--- src/rtl/core/satellite_table_upsert_lru_assert.svh ---
// ----------------------------------------------------------------------------
// Assertion macros for the satellite tracking table
// Concurrent checks that compile away when SYNTHESIS is defined.
// ----------------------------------------------------------------------------
`ifndef SATELLITE_TABLE_UPSERT_LRU_ASSERT_SVH
`define SATELLITE_TABLE_UPSERT_LRU_ASSERT_SVH

`ifndef SYNTHESIS
// Checked on every rising edge outside reset.
`define STUL_ASSERT(lbl, clk, rst_n, prop, msg) \
  lbl: assert property (@(posedge clk) disable iff (!rst_n) prop) else $error(msg);
// Checked on every rising edge, reset included.
`define STUL_ASSERT_ALWAYS(lbl, clk, prop, msg) \
  lbl: assert property (@(posedge clk) prop) else $error(msg);
`else
`define STUL_ASSERT(lbl, clk, rst_n, prop, msg)
`define STUL_ASSERT_ALWAYS(lbl, clk, prop, msg)
`endif

`endif

--- src/rtl/core/satl_pkg.sv ---
// ----------------------------------------------------------------------------
// Satellite table package
// Entry layout, scan control types and register constants.
// ----------------------------------------------------------------------------
package satl_pkg;

  typedef logic [23:0] key_t;
  typedef logic [23:0] info_t;
  typedef logic [31:0] ts_t;
  typedef logic [19:0] age_t;

  // One memory word: key, reported info and time stamp of the last write.
  typedef struct packed {
    key_t  key;
    info_t info;
    ts_t   ts;
  } entry_t;

  typedef struct packed {
    logic clear;
    logic eval;
    logic prune;
  } scan_ctl_t;

  typedef struct packed {
    logic match_found;
    logic free_found;
    logic old_found;
  } scan_res_t;

  localparam logic FUNC_UPSERT = 1'b0;
  localparam logic FUNC_PRUNE  = 1'b1;

  localparam logic REG_STALE_AGE = 1'b0;

  localparam age_t STALE_AGE_RESET = 20'd6000;

endpackage

--- src/rtl/core/satl_mem.sv ---
// ----------------------------------------------------------------------------
// Satellite table entry memory
// One write port and one registered read port.
// ----------------------------------------------------------------------------
module satl_mem #(
  parameter int DEPTH = 32,
  parameter int AW    = 5
) (
  input  logic             clk,
  input  logic             wr_en,
  input  logic [AW-1:0]    wr_addr,
  input  satl_pkg::entry_t wr_data,
  input  logic             rd_en,
  input  logic [AW-1:0]    rd_addr,
  output satl_pkg::entry_t rd_data
);
  import satl_pkg::*;

  entry_t mem_r [DEPTH];
  entry_t rd_data_r;

  always_ff @(posedge clk) begin
    if (wr_en) begin
      mem_r[wr_addr] <= wr_data;
    end
  end

  always_ff @(posedge clk) begin
    if (rd_en) begin
      rd_data_r <= mem_r[rd_addr];
    end
  end

  assign rd_data = rd_data_r;

endmodule

--- src/rtl/core/satl_scan.sv ---
// ----------------------------------------------------------------------------
// Satellite table scan unit
// Looks at one entry per cycle while eval is high: when not pruning it tracks
// the first match, first free slot and oldest valid entry; it flags stale ones.
// ----------------------------------------------------------------------------
module satl_scan #(
  parameter int AW = 5
) (
  input  logic                clk,
  input  logic                rst_n,
  input  satl_pkg::scan_ctl_t ctl,
  input  logic [AW-1:0]       idx,
  input  logic                entry_vld,
  input  satl_pkg::entry_t    entry,
  input  satl_pkg::key_t      key,
  input  satl_pkg::ts_t       now,
  input  satl_pkg::age_t      stale_age,
  output logic                stale,
  output satl_pkg::scan_res_t res,
  output logic [AW-1:0]       match_idx,
  output logic [AW-1:0]       free_idx,
  output logic [AW-1:0]       old_idx
);
  import satl_pkg::*;

  scan_res_t     res_r;
  logic [AW-1:0] match_idx_r;
  logic [AW-1:0] free_idx_r;
  logic [AW-1:0] old_idx_r;
  ts_t           old_ts_r;
  ts_t           age;

  // Age wraps modulo 2^32, so a plain subtraction is enough.
  assign age   = now - entry.ts;
  assign stale = entry_vld && (age > 32'(stale_age));

  always_ff @(posedge clk) begin
    if (!rst_n || ctl.clear) begin
      res_r <= '0;
    end else if (ctl.eval && !ctl.prune) begin
      if (entry_vld) begin
        if (!res_r.match_found && entry.key == key) begin
          res_r.match_found <= 1'b1;
        end
        if (!res_r.old_found || entry.ts < old_ts_r) begin
          res_r.old_found <= 1'b1;
        end
      end else if (!res_r.free_found) begin
        res_r.free_found <= 1'b1;
      end
    end
  end

  always_ff @(posedge clk) begin
    if (ctl.eval && !ctl.prune) begin
      if (entry_vld) begin
        if (!res_r.match_found && entry.key == key) begin
          match_idx_r <= idx;
        end
        // Strict compare keeps the lowest index on a tie.
        if (!res_r.old_found || entry.ts < old_ts_r) begin
          old_idx_r <= idx;
          old_ts_r  <= entry.ts;
        end
      end else if (!res_r.free_found) begin
        free_idx_r <= idx;
      end
    end
  end

  assign res       = res_r;
  assign match_idx = match_idx_r;
  assign free_idx  = free_idx_r;
  assign old_idx   = old_idx_r;

endmodule

--- src/rtl/core/satellite_table_upsert_lru.sv ---
// ----------------------------------------------------------------------------
// Satellite tracking table with LRU replacement and aging
// Associative table keyed by talker code and PRN, held in one memory.
// ----------------------------------------------------------------------------
// Usage:
// A request is taken at a rising edge with start high and busy low. in_func
// selects an upsert (refresh or insert one satellite) or a prune (drop every
// entry older than the stale limit). Each request gives one result, shown on
// the out_ ports for one cycle with out_valid high; the receiver takes it then.
// Operation: the table is swept through its single read port, one entry per
// cycle, followed by a drain state to finish the last compare and a write
// state. busy stays high through the scan, drain and write states;
// out_valid rises in the cycle busy falls, and a new request may be started
// in that same cycle. A request is only taken once the previous one has
// finished, and the write back and the next sweep never overlap, so no
// forwarding is needed.
// Configuration: one register, stale_age_ms, at byte address 0 of the APB
// port; write it only while busy is low.
// Reset (rst_n low, synchronous) empties the table and sets the stale limit
// to 6000 ms. No clearing pass is needed: valid bits are held in flip-flops.
// ----------------------------------------------------------------------------
`include "satellite_table_upsert_lru_assert.svh"

module satellite_table_upsert_lru #(
  parameter int TABLE_DEPTH = 32
) (
  input  logic        clk,
  input  logic        rst_n,
  // request channel
  input  logic        start,
  output logic        busy,
  input  logic        in_func,
  input  logic [31:0] in_now_ms,
  input  logic [15:0] in_talker_code,
  input  logic [7:0]  in_prn,
  input  logic [6:0]  in_elevation,
  input  logic [8:0]  in_azimuth,
  input  logic signed [7:0] in_snr,
  // result channel
  output logic        out_valid,
  output logic [4:0]  out_slot_used,
  output logic        out_hit,
  output logic        out_evicted,
  output logic [5:0]  out_valid_count,
  output logic [5:0]  out_removed_count,
  // configuration
  input  logic        psel,
  input  logic        penable,
  input  logic        pwrite,
  input  logic [2:0]  paddr,
  input  logic [31:0] pwdata,
  output logic [31:0] prdata,
  output logic        pready
);
  import satl_pkg::*;

  localparam int AW = $clog2(TABLE_DEPTH);
  localparam int CW = $clog2(TABLE_DEPTH + 1);
  localparam int SW = (AW > 5) ? AW : 5;
  localparam int OW = (CW > 6) ? CW : 6;

  typedef enum logic [3:0] {
    S_IDLE  = 4'b0001,
    S_SCAN  = 4'b0010,
    S_DRAIN = 4'b0100,
    S_WRITE = 4'b1000
  } state_t;

  state_t           state_r, state_nxt;
  logic             accept;
  logic [AW-1:0]    cnt_r;
  logic             eval_vld_r;
  logic [AW-1:0]    eval_idx_r;
  logic [TABLE_DEPTH-1:0] vld_r;
  logic [CW-1:0]    vcount_r;
  logic [CW-1:0]    removed_r;
  age_t             stale_age_r;

  logic             func_r;
  ts_t              now_r;
  key_t             key_r;
  info_t            info_r;

  entry_t           rd_data;
  entry_t           wr_data;
  logic             wr_en;
  logic [AW-1:0]    target;
  logic             stale;
  logic             remove;
  scan_ctl_t        scan_ctl;
  scan_res_t        scan_res;
  logic [AW-1:0]    match_idx;
  logic [AW-1:0]    free_idx;
  logic [AW-1:0]    old_idx;
  logic             cfg_wr;
  logic             reg_idx;
  logic [SW-1:0]    slot_ext;
  logic [OW-1:0]    vcount_ext;
  logic [OW-1:0]    removed_ext;
  logic [CW-1:0]    vcount_nxt;

  assign accept = start && !busy;
  assign busy   = (state_r != S_IDLE);

  // ---------------------------------------------------------------- control
  always_comb begin
    state_nxt = state_r;
    unique case (state_r)
      S_IDLE:  if (accept) state_nxt = S_SCAN;
      S_SCAN:  if (cnt_r == AW'(TABLE_DEPTH - 1)) state_nxt = S_DRAIN;
      S_DRAIN: state_nxt = S_WRITE;
      S_WRITE: state_nxt = S_IDLE;
      default: state_nxt = S_IDLE;
    endcase
  end

  always_ff @(posedge clk) begin
    if (!rst_n) begin
      state_r    <= S_IDLE;
      cnt_r      <= '0;
      eval_vld_r <= 1'b0;
    end else begin
      state_r    <= state_nxt;
      eval_vld_r <= (state_r == S_SCAN);
      if (accept) begin
        cnt_r <= '0;
      end else if (state_r == S_SCAN) begin
        cnt_r <= cnt_r + 1'b1;
      end
    end
  end

  always_ff @(posedge clk) begin
    eval_idx_r <= cnt_r;
    if (accept) begin
      func_r <= in_func;
      now_r  <= in_now_ms;
      key_r  <= {in_talker_code, in_prn};
      info_r <= {in_elevation, in_azimuth, in_snr};
    end
  end

  // ----------------------------------------------------------------- memory
  assign wr_en   = (state_r == S_WRITE) && (func_r == FUNC_UPSERT);
  assign wr_data = '{key: key_r, info: info_r, ts: now_r};

  satl_mem #(
    .DEPTH (TABLE_DEPTH),
    .AW    (AW)
  ) u_mem (
    .clk     (clk),
    .wr_en   (wr_en),
    .wr_addr (target),
    .wr_data (wr_data),
    .rd_en   (state_r == S_SCAN),
    .rd_addr (cnt_r),
    .rd_data (rd_data)
  );

  // ------------------------------------------------------------------- scan
  assign scan_ctl = '{clear: accept, eval: eval_vld_r, prune: (func_r == FUNC_PRUNE)};

  satl_scan #(
    .AW (AW)
  ) u_scan (
    .clk       (clk),
    .rst_n     (rst_n),
    .ctl       (scan_ctl),
    .idx       (eval_idx_r),
    .entry_vld (vld_r[eval_idx_r]),
    .entry     (rd_data),
    .key       (key_r),
    .now       (now_r),
    .stale_age (stale_age_r),
    .stale     (stale),
    .res       (scan_res),
    .match_idx (match_idx),
    .free_idx  (free_idx),
    .old_idx   (old_idx)
  );

  assign remove = eval_vld_r && (func_r == FUNC_PRUNE) && stale;

  always_comb begin
    if (scan_res.match_found) begin
      target = match_idx;
    end else if (scan_res.free_found) begin
      target = free_idx;
    end else if (scan_res.old_found) begin
      target = old_idx;
    end else begin
      target = '0;
    end
  end

  // A new entry only grows the count when it lands in a free slot.
  always_comb begin
    vcount_nxt = vcount_r;
    if (remove) begin
      vcount_nxt = vcount_r - 1'b1;
    end else if (wr_en && !scan_res.match_found && scan_res.free_found) begin
      vcount_nxt = vcount_r + 1'b1;
    end
  end

  always_ff @(posedge clk) begin
    if (!rst_n) begin
      vld_r     <= '0;
      vcount_r  <= '0;
      removed_r <= '0;
    end else begin
      vcount_r <= vcount_nxt;
      if (remove) begin
        vld_r[eval_idx_r] <= 1'b0;
      end else if (wr_en) begin
        vld_r[target] <= 1'b1;
      end
      if (accept) begin
        removed_r <= '0;
      end else if (remove) begin
        removed_r <= removed_r + 1'b1;
      end
    end
  end

  // ----------------------------------------------------------------- result
  assign slot_ext    = SW'(target);
  assign vcount_ext  = OW'(vcount_nxt);
  assign removed_ext = OW'(removed_r);

  always_ff @(posedge clk) begin
    if (!rst_n) begin
      out_valid <= 1'b0;
    end else begin
      out_valid <= (state_r == S_WRITE);
    end
  end

  always_ff @(posedge clk) begin
    if (state_r == S_WRITE) begin
      out_valid_count <= vcount_ext[5:0];
      if (func_r == FUNC_UPSERT) begin
        out_slot_used     <= slot_ext[4:0];
        out_hit           <= scan_res.match_found;
        out_evicted       <= !scan_res.match_found && !scan_res.free_found;
        out_removed_count <= '0;
      end else begin
        out_slot_used     <= '0;
        out_hit           <= 1'b0;
        out_evicted       <= 1'b0;
        out_removed_count <= removed_ext[5:0];
      end
    end
  end

  // ---------------------------------------------------------- configuration
  assign pready  = 1'b1;
  assign reg_idx = paddr[2];
  assign cfg_wr  = psel && penable && pwrite && pready;

  always_ff @(posedge clk) begin
    if (!rst_n) begin
      stale_age_r <= STALE_AGE_RESET;
    end else if (cfg_wr && reg_idx == REG_STALE_AGE) begin
      stale_age_r <= pwdata[19:0];
    end
  end

  always_comb begin
    unique case (reg_idx)
      REG_STALE_AGE: prdata = 32'(stale_age_r);
      default:       prdata = '0;
    endcase
  end

  // ------------------------------------------------------------- assertions
  `STUL_ASSERT(a_count_matches_valid, clk, rst_n,
    vcount_r == CW'($countones(vld_r)), "valid count out of step with valid bits")
  `STUL_ASSERT(a_accept_starts_scan, clk, rst_n,
    accept |=> (state_r == S_SCAN && cnt_r == '0), "accepted request did not start a sweep")
  `STUL_ASSERT(a_result_when_idle, clk, rst_n,
    out_valid |-> (!busy && $past(state_r) == S_WRITE), "result outside the write back")
  `STUL_ASSERT(a_hit_not_evict, clk, rst_n,
    out_valid |-> !(out_hit && out_evicted), "result flags both hit and eviction")
  `STUL_ASSERT(a_no_write_in_scan, clk, rst_n,
    (state_r == S_SCAN || state_r == S_DRAIN) |-> !wr_en, "memory written during a sweep")

endmodule
--- config.mk ---
export PLATFORM = sky130hd
export DESIGN_NAME = satellite_table_upsert_lru
export DESIGN_NICKNAME = d
export VERILOG_FILES = /design/src/rtl/core/satl_pkg.sv /design/src/rtl/core/satl_mem.sv /design/src/rtl/core/satl_scan.sv /design/src/rtl/core/satellite_table_upsert_lru.sv
export VERILOG_INCLUDE_DIRS = /design/src /design/src/rtl/core
export SDC_FILE = /design/constraint.sdc
export NUM_CORES = 2
export LEC_CHECK = 0
export BUFFER_PORTS_ARGS = -buffer_cell sky130_fd_sc_hd__clkbuf_2
export CELL_PAD_IN_SITES_DETAIL_PLACEMENT = 1
export CELL_PAD_IN_SITES_GLOBAL_PLACEMENT = 1
export CORE_MARGIN = 3
export CORE_UTILIZATION = 40
export DETAILED_ROUTE_END_ITERATION = 6
export PLACE_DENSITY_LB_ADDON = 0.1
export SKIP_LAST_GASP = 1
export SYNTH_ARGS = -nofsm -noshare
export SYNTH_HDL_FRONTEND = slang
export SYNTH_SLANG_ARGS = --single-unit
export TNS_END_PERCENT = 10
--- constraint.sdc ---
create_clock -name clk -period 9.9 [get_ports clk]
set_input_delay 0.495 -clock clk [delete_from_list [all_inputs] [get_ports clk]]
set_output_delay 0.495 -clock clk [all_outputs]
set_load 0.02 [all_outputs]
After elaboration in Yosys (flattened, before gate mapping)
Memories as Yosys holds them, arrays and structs flattened. A register that Yosys moved wholly into a read port is not among the register bits.
Index checks and enable logic that the tools add are counted.
Widths: inputs -> output; s select.
{ "op_classes": {"muxes": 19, "magnitude_cmp": 6, "add_sub_neg": 5, "bitwise_logic": 8, "eq_ne": 9, "reduce_logical": 30} }
{ "op_table": {"columns": ["cell", "count"], "rows": [
  ["$mux 32", 2],
  ["$and 32x32->32", 1],
  ["$gt 32x20->1", 1],
  ["$lt 32x32->1", 1],
  ["$not 32->32", 1],
  ["$or 32x32->32", 1],
  ["$sub 32x32->32", 1],
  ["$eq 24x24->1", 1],
  ["$mux 20", 1],
  ["$logic_and 1x1->1", 15],
  ["$mux 5", 3],
  ["$add 6x1->6 const B", 2],
  ["$lt 5x6->1 const B", 2],
  ["$mux 6", 2],
  ["$pmux 4 s3", 1],
  ["$demux 1 s5", 2],
  ["$ge 5x1->1 const B", 2],
  ["$reduce_and 3->1", 3],
  ["$mux 4", 2],
  ["$logic_not 1->1", 6],
  ["$sub 6x1->6 const B", 1],
  ["$add 5x1->5 const B", 1],
  ["$bmux 1 s5", 1],
  ["$eq 5x5->1 const B", 1],
  ["other kinds (12)", 23]
]} }
{ "totals": {"in_bits": 122, "out_inout_bits": 54, "memories": 1, "ff_bits": 230, "mem_bits_rw": 2560, "wordCells": 103} }
{ "mem_list": {"columns": ["name", "words", "word_bits", "rd", "rd_clocked_by_memory_dff", "wr", "line", "source"], "rows": [
  ["u_mem.mem_r", 32, 80, 1, 1, 1, "satl_mem.sv:19", "entry_t mem_r [DEPTH];"]
]} }

Logic depth before layout (Yosys ltp)
{ "logic_depth": {"depth_word": 10, "mapped_depth": 24, "ltp_nobuf": 23} }

Modules after synthesis
A second synthesis with hierarchy kept.
{ "hier_totals": {"hier_cells": 5817, "hier_area_um2": 111659.6} }
{ "by_module_without_submodules": {"columns": ["module", "area_each_um2", "n_inst", "seq_area_each_um2", "cells_each"], "rows": [
  ["satl_mem", 99698.1, 1, 79276.0, 4682],
  ["satellite_table_upsert_lru", 7009.2, 1, 4604.4, 584],
  ["satl_scan", 4952.2, 1, 1471.4, 551]
]} }

Worst setup path after synthesis
Ideal clock, no wire load.
{ "synth_timing": {"kind": "reg-to-reg", "start": "register state_r[3]", "end": "register vld_r[10]", "t_required_ps": 9818, "setup_slack_ps": 3586, "synth_period_minus_slack_ps": 6314, "path_buffers": 1, "stages_incl_launch_ff": 9, "setup_time_ps": 82, "t_arrival_ps": 6232, "cell_sequence": "dfxtp_1 clkbuf_1 nor4b_1 nand2b_1 nor2b_1 nand2_1 nor2_1 o21ai_0 a31oi_1"} }
{ "synth_via": {"elab_chain_len": 3} }
{ "synth_rtl": {"columns": ["item", "line", "source"], "rows": [
  ["start: declaration", "satellite_table_upsert_lru.sv:69", "state_t state_r, state_nxt;"],
  ["start signal: assignment", "satellite_table_upsert_lru.sv:123", "state_r <= state_nxt;"],
  ["$eq 4x4->1", "satellite_table_upsert_lru.sv:144", "assign wr_en = (state_r == S_WRITE) && (func_r == FUNC_UPSERT);"],
  ["$logic_and 1x1->1", "satellite_table_upsert_lru.sv:144", null],
  ["$reduce_bool 2->1 (no source line)", null, null],
  ["end signal: assignment", "satellite_table_upsert_lru.sv:208", "vld_r <= '0;"],
  ["end signal: indexed assignment", "satellite_table_upsert_lru.sv:214", "vld_r[eval_idx_r] <= 1'b0;"],
  ["end signal: indexed assignment", "satellite_table_upsert_lru.sv:216", "vld_r[target] <= 1'b1;"],
  ["end: declaration", "satellite_table_upsert_lru.sv:74", "logic [TABLE_DEPTH-1:0] vld_r;"]
]} }
No other way between the ends.
A chain may end at the register's enable or synchronous reset.

Final worst setup path
{ "layout_timing": {"start": "register now_r[4]", "end": "register vld_r[21]"} }
{ "layout_via": {"elab_chain_len": 5, "elab_cells_between_ends": 6, "cone_classes": "add/sub: 1; order compare: 1; mux: 1; reduce/logical: 3"} }
{ "layout_rtl": {"columns": ["item", "line", "source"], "rows": [
  ["start: declaration", "satellite_table_upsert_lru.sv:80", "ts_t now_r;"],
  ["start signal: assignment", "satellite_table_upsert_lru.sv:137", "now_r <= in_now_ms;"],
  ["$sub 32x32->32 (*)", "satl_scan.sv:34", "assign age = now - entry.ts;"],
  ["$gt 32x20->1 (*)", "satl_scan.sv:35", "assign stale = entry_vld && (age > 32'(stale_age));"],
  ["$logic_and 1x1->1 (*)", "satl_scan.sv:35", null],
  ["$logic_and 1x1->1 (*)", "satellite_table_upsert_lru.sv:182", "assign remove = eval_vld_r && (func_r == FUNC_PRUNE) && stale;"],
  ["$mux 32 / $reduce_bool 2->1 (equally long branches)", null, null]
]} }
Mark *: on every way between the ends. The rest lies on a longest branch, timed or not.

==> impl_metrics.ini <==
[outcome]
result_of_the_run = finished, final reports clean

[drt]
drtIter0Drc = 3877
drt_pass1_iterations = 5
vias_per_cell = 5.60
detail_route.wirelength_mm = 218
wire_per_inst_um = 31.3
route.vias.total = 38928
drtAntennaViolNets = 0
drt_drc_violations_left = 0

[setup_path]
worstSetupStartpointType = register
regToRegStartpoint = now_r[4]
crit_start = now_r[4]
critical_path_class = reg -> reg
critical_path.endpoint_type = register
arrival_ns = 6.96
regToRegEndpoint = vld_r[21]
rr_worst_depth = 22
worst-path-max-fanout = 33
worstPathRequired_ns = 10.66
reg2reg_slack_ns = 3.70

[floorplan]
dieArea_mm2 = 0.207
pin_count = 176
start_util_pct = 40.3
chipWidth_um = 455
core-area_mm2 = 0.200
site_row_count = 164
die_span_y_um = 455

[sta]
slew_limit_headroom_pct = 20.4
grt_setup_unrepaired = no
slew_violations = 0
min_period_ns = 6.20
final_period_utilization_pct = 62.6
fin_tns_setup_ns = 0
fin_skew_ns = 0.0342
finalHoldViolCount = 0
setup_slack_ns = 3.70
worstMarginPinSlew_ns = 1.19
top_achievable_clock_speed_mhz = 161
final_setup_violating_endpoints = 0

[cts]
cts_resized = 0
cts-root-to-sink-buffers = 3
ctsRootBufferMaster = clkbuf_16
cts_inserted_buffers = 215
clock_pin_slew_reported_for_the_worst_setup_and_hold_paths_after_clock_tree_synthesis_ns = 0.06
tritoncts = yes
cts.sinks = 2054
worstSkewPairLatency_ns = 0.85
ctsHoldBuffers = 77
postCtsSetupRepairBufs = 0
ctsHtreeMaxLevel = 4

[synthesis]
avgSynthCellArea_um2 = 21.5
synth_area_mm2 = 0.0805
yosys_most_used_dff = edfxtp_1
synthTopCellsByArea = edfxtp_1, mux4_2, dfxtp_1
ys_ff_latch = 2054
yosys-top-cells-count = edfxtp_1, mux4_2, inv_1
synth.yosys.warnings = 0
synth_top_area_share_pct = 73.5
yosysUniqueCellTypes = 71
synth_edf_count = 1971
ys_async_sr_fraction_pct = 0
synth_seq_area_share_pct = 75.6
post-synth-top-count-cell = edfxtp_1
syn_inst = 3740
yosys_top_cell_by_area = edfxtp_1

[place]
port_buffers = 124
detailedPlace.worstSlack_ns = 3.68
gp_congestion = 0.777
place_hpwl_mm = 116
placed_cells_incl_taps = 6486

[grt]
met3_usage_in_global_routing_pct = 2.73
grt_first_pass_wirelength_mm = 311
global_route.usage.met2_pct = 34.0
globalRoute.totalOverflow = 0
antenna_found_initial = 2
use_met1_pct = 31.0
grt_pass1_vias = 41263
grt_busiest_layer = met2
largest_net_degree_at_the_start_of_global_routing = 121
grt_util_all_layers_pct = 21.2

[pwr]
vdd.ir_drop.worst_v = 0.000195
p_per_cell_area_mw_per_mm2 = 193
static_leakage_nw = 28.8

[final_layout]
fin_util_pct = 46.3
final_stage_net_count = 4334
instances_no_fill = 6957
layout.filler_cells = 18135
drive_above_1_share_pct = 28.3
syn_to_final_growth_pct = 14.9

[worst_hold_path]
min_delay_worst_endpoint = state_r[0]
holdCritPathClass = in -> reg
hp-start = start
number_of_cells_traversed_by_the_worst_hold_path = 3

[flow_run]
max_cap_violations = 0
final cells by class:
class                      instances  area (um^2)  area share (%)
tap                             2656         3320            3.59
clock inverter                   113          952            1.03
multi-input combinational       1399        18700            20.3
inverter                         124          465           0.503
clock buffer                     280         5750            6.22
sequential                      2054        60900            65.8
timing repair buffer             330         2410            2.61
antenna                            1         2.50         0.00271
worst max-delay path, stage by stage, from the launching register on:
cell and delay [ns]:
edfxtp_1 1.07, ha_1 0.48, and3_2 0.27, a2111oi_4 0.48
o21a_1 0.23, nor2b_1 0.05, o21ai_0 0.14, nand2b_1 0.11
nor2b_1 0.14, nor2_1 0.12, xnor2_1 0.17, ha_1 0.28
a21o_1 0.17, a21oi_1 0.14, nor2b_1 0.06, a2111oi_0 0.38
nor3b_1 0.14, a2111o_1 0.31, or4_4 0.59, nand2_4 0.25
nor3b_1 0.12, buf_4 0.23, a31oi_1 0.17
where the power goes:
part / leakage, nW / internal, mW / switching [mW] / total (mW)
logic: 7.08 / 0.159 / 0.294 / 0.453
registers: 18.4 / 9.56 / 0.0442 / 9.61
clock network: 3.26 / 4.44 / 3.36 / 7.80
metrics by stage:
step | hold slack (ns) | power (mW) | area (um^2)
5_1_grt | 0.172 | 18.5 | 92500
4_1_cts | 0.0863 | 18.1 | 92500
6_report | 0.153 | 17.9 | 92500
2_1_floorplan | 0.329 | 10.0 | 80500
3_3_place_gp | 0.444 | 10.2 | 85000
3_5_place_dp | 0.453 | 10.2 | 85000
metal layers:
layer | share of wire (%) | vias to the layer above
li1 | - | 16296
met1 | 46 | 21396
met2 | 48 | 992
met3 | 4.3 | 244
met4 | 1.9 | 0
met5 | 0 | -
cell usage in the layout, fill, tap and decap left out, types with 13 or more instances in the layout:
cell type,instances
clkbuf_16,220
clkinv_2,34
nor2b_1,15
nor2_4,33
inv_1,123
xnor2_1,35
xor2_1,19
edfxtp_1,1971
clkinv_1,49
conb_1,13
dlygate4sd3_1,77
buf_4,125
a21oi_1,72
dfxtp_1,78
nand4_1,20
clkbuf_1,58
bufinv_16,14
a21o_1,24
o21ai_0,69
a31oi_1,29
nand2_1,95
nor2_1,79
clkbuf_2,124
mux2_2,57
nand3_1,22
ha_1,87
mux4_2,568
sequential cells by signal (all words and copies together), names as in the netlist, 4 cells and up:
signal	count
u_mem.mem_r	1792
u_mem.rd_data	56
now_r	32
u_scan.old_ts_r	32
vld_r	32
key_r	24
stale_age_r	20
out_removed_count	6
out_valid_count	6
removed_ext	6
vcount_r	6
cnt_r	5
eval_idx_r	5
out_slot_used	5
u_scan.free_idx	5
u_scan.match_idx	5
u_scan.old_idx	5
state_r	4
how the worst max path moves through the flow:
stage                    endpoint  cells past startpoint
4_1_cts                 vld_r[17]                     22
3_5_place_dp   out_valid_count[2]                     21
3_3_place_gp   out_valid_count[2]                     21
2_1_floorplan           vld_r[10]                      8
5_1_grt                 vld_r[13]                     22
6_report                vld_r[21]                     22
cells by family after synthesis:
logic type | synth area share, %
adder cells (fa/ha/maj) | 1.38
XOR/XNOR | 0.588
flip-flops | 75.6
buffers and inverters | 1.49
AO/OA/AOI/OAI | 2.04
AND/OR/NAND/NOR | 2.10
other | 0.00933
multiplexers | 16.8
No activity file was read; power rests on OpenSTA's default activity.
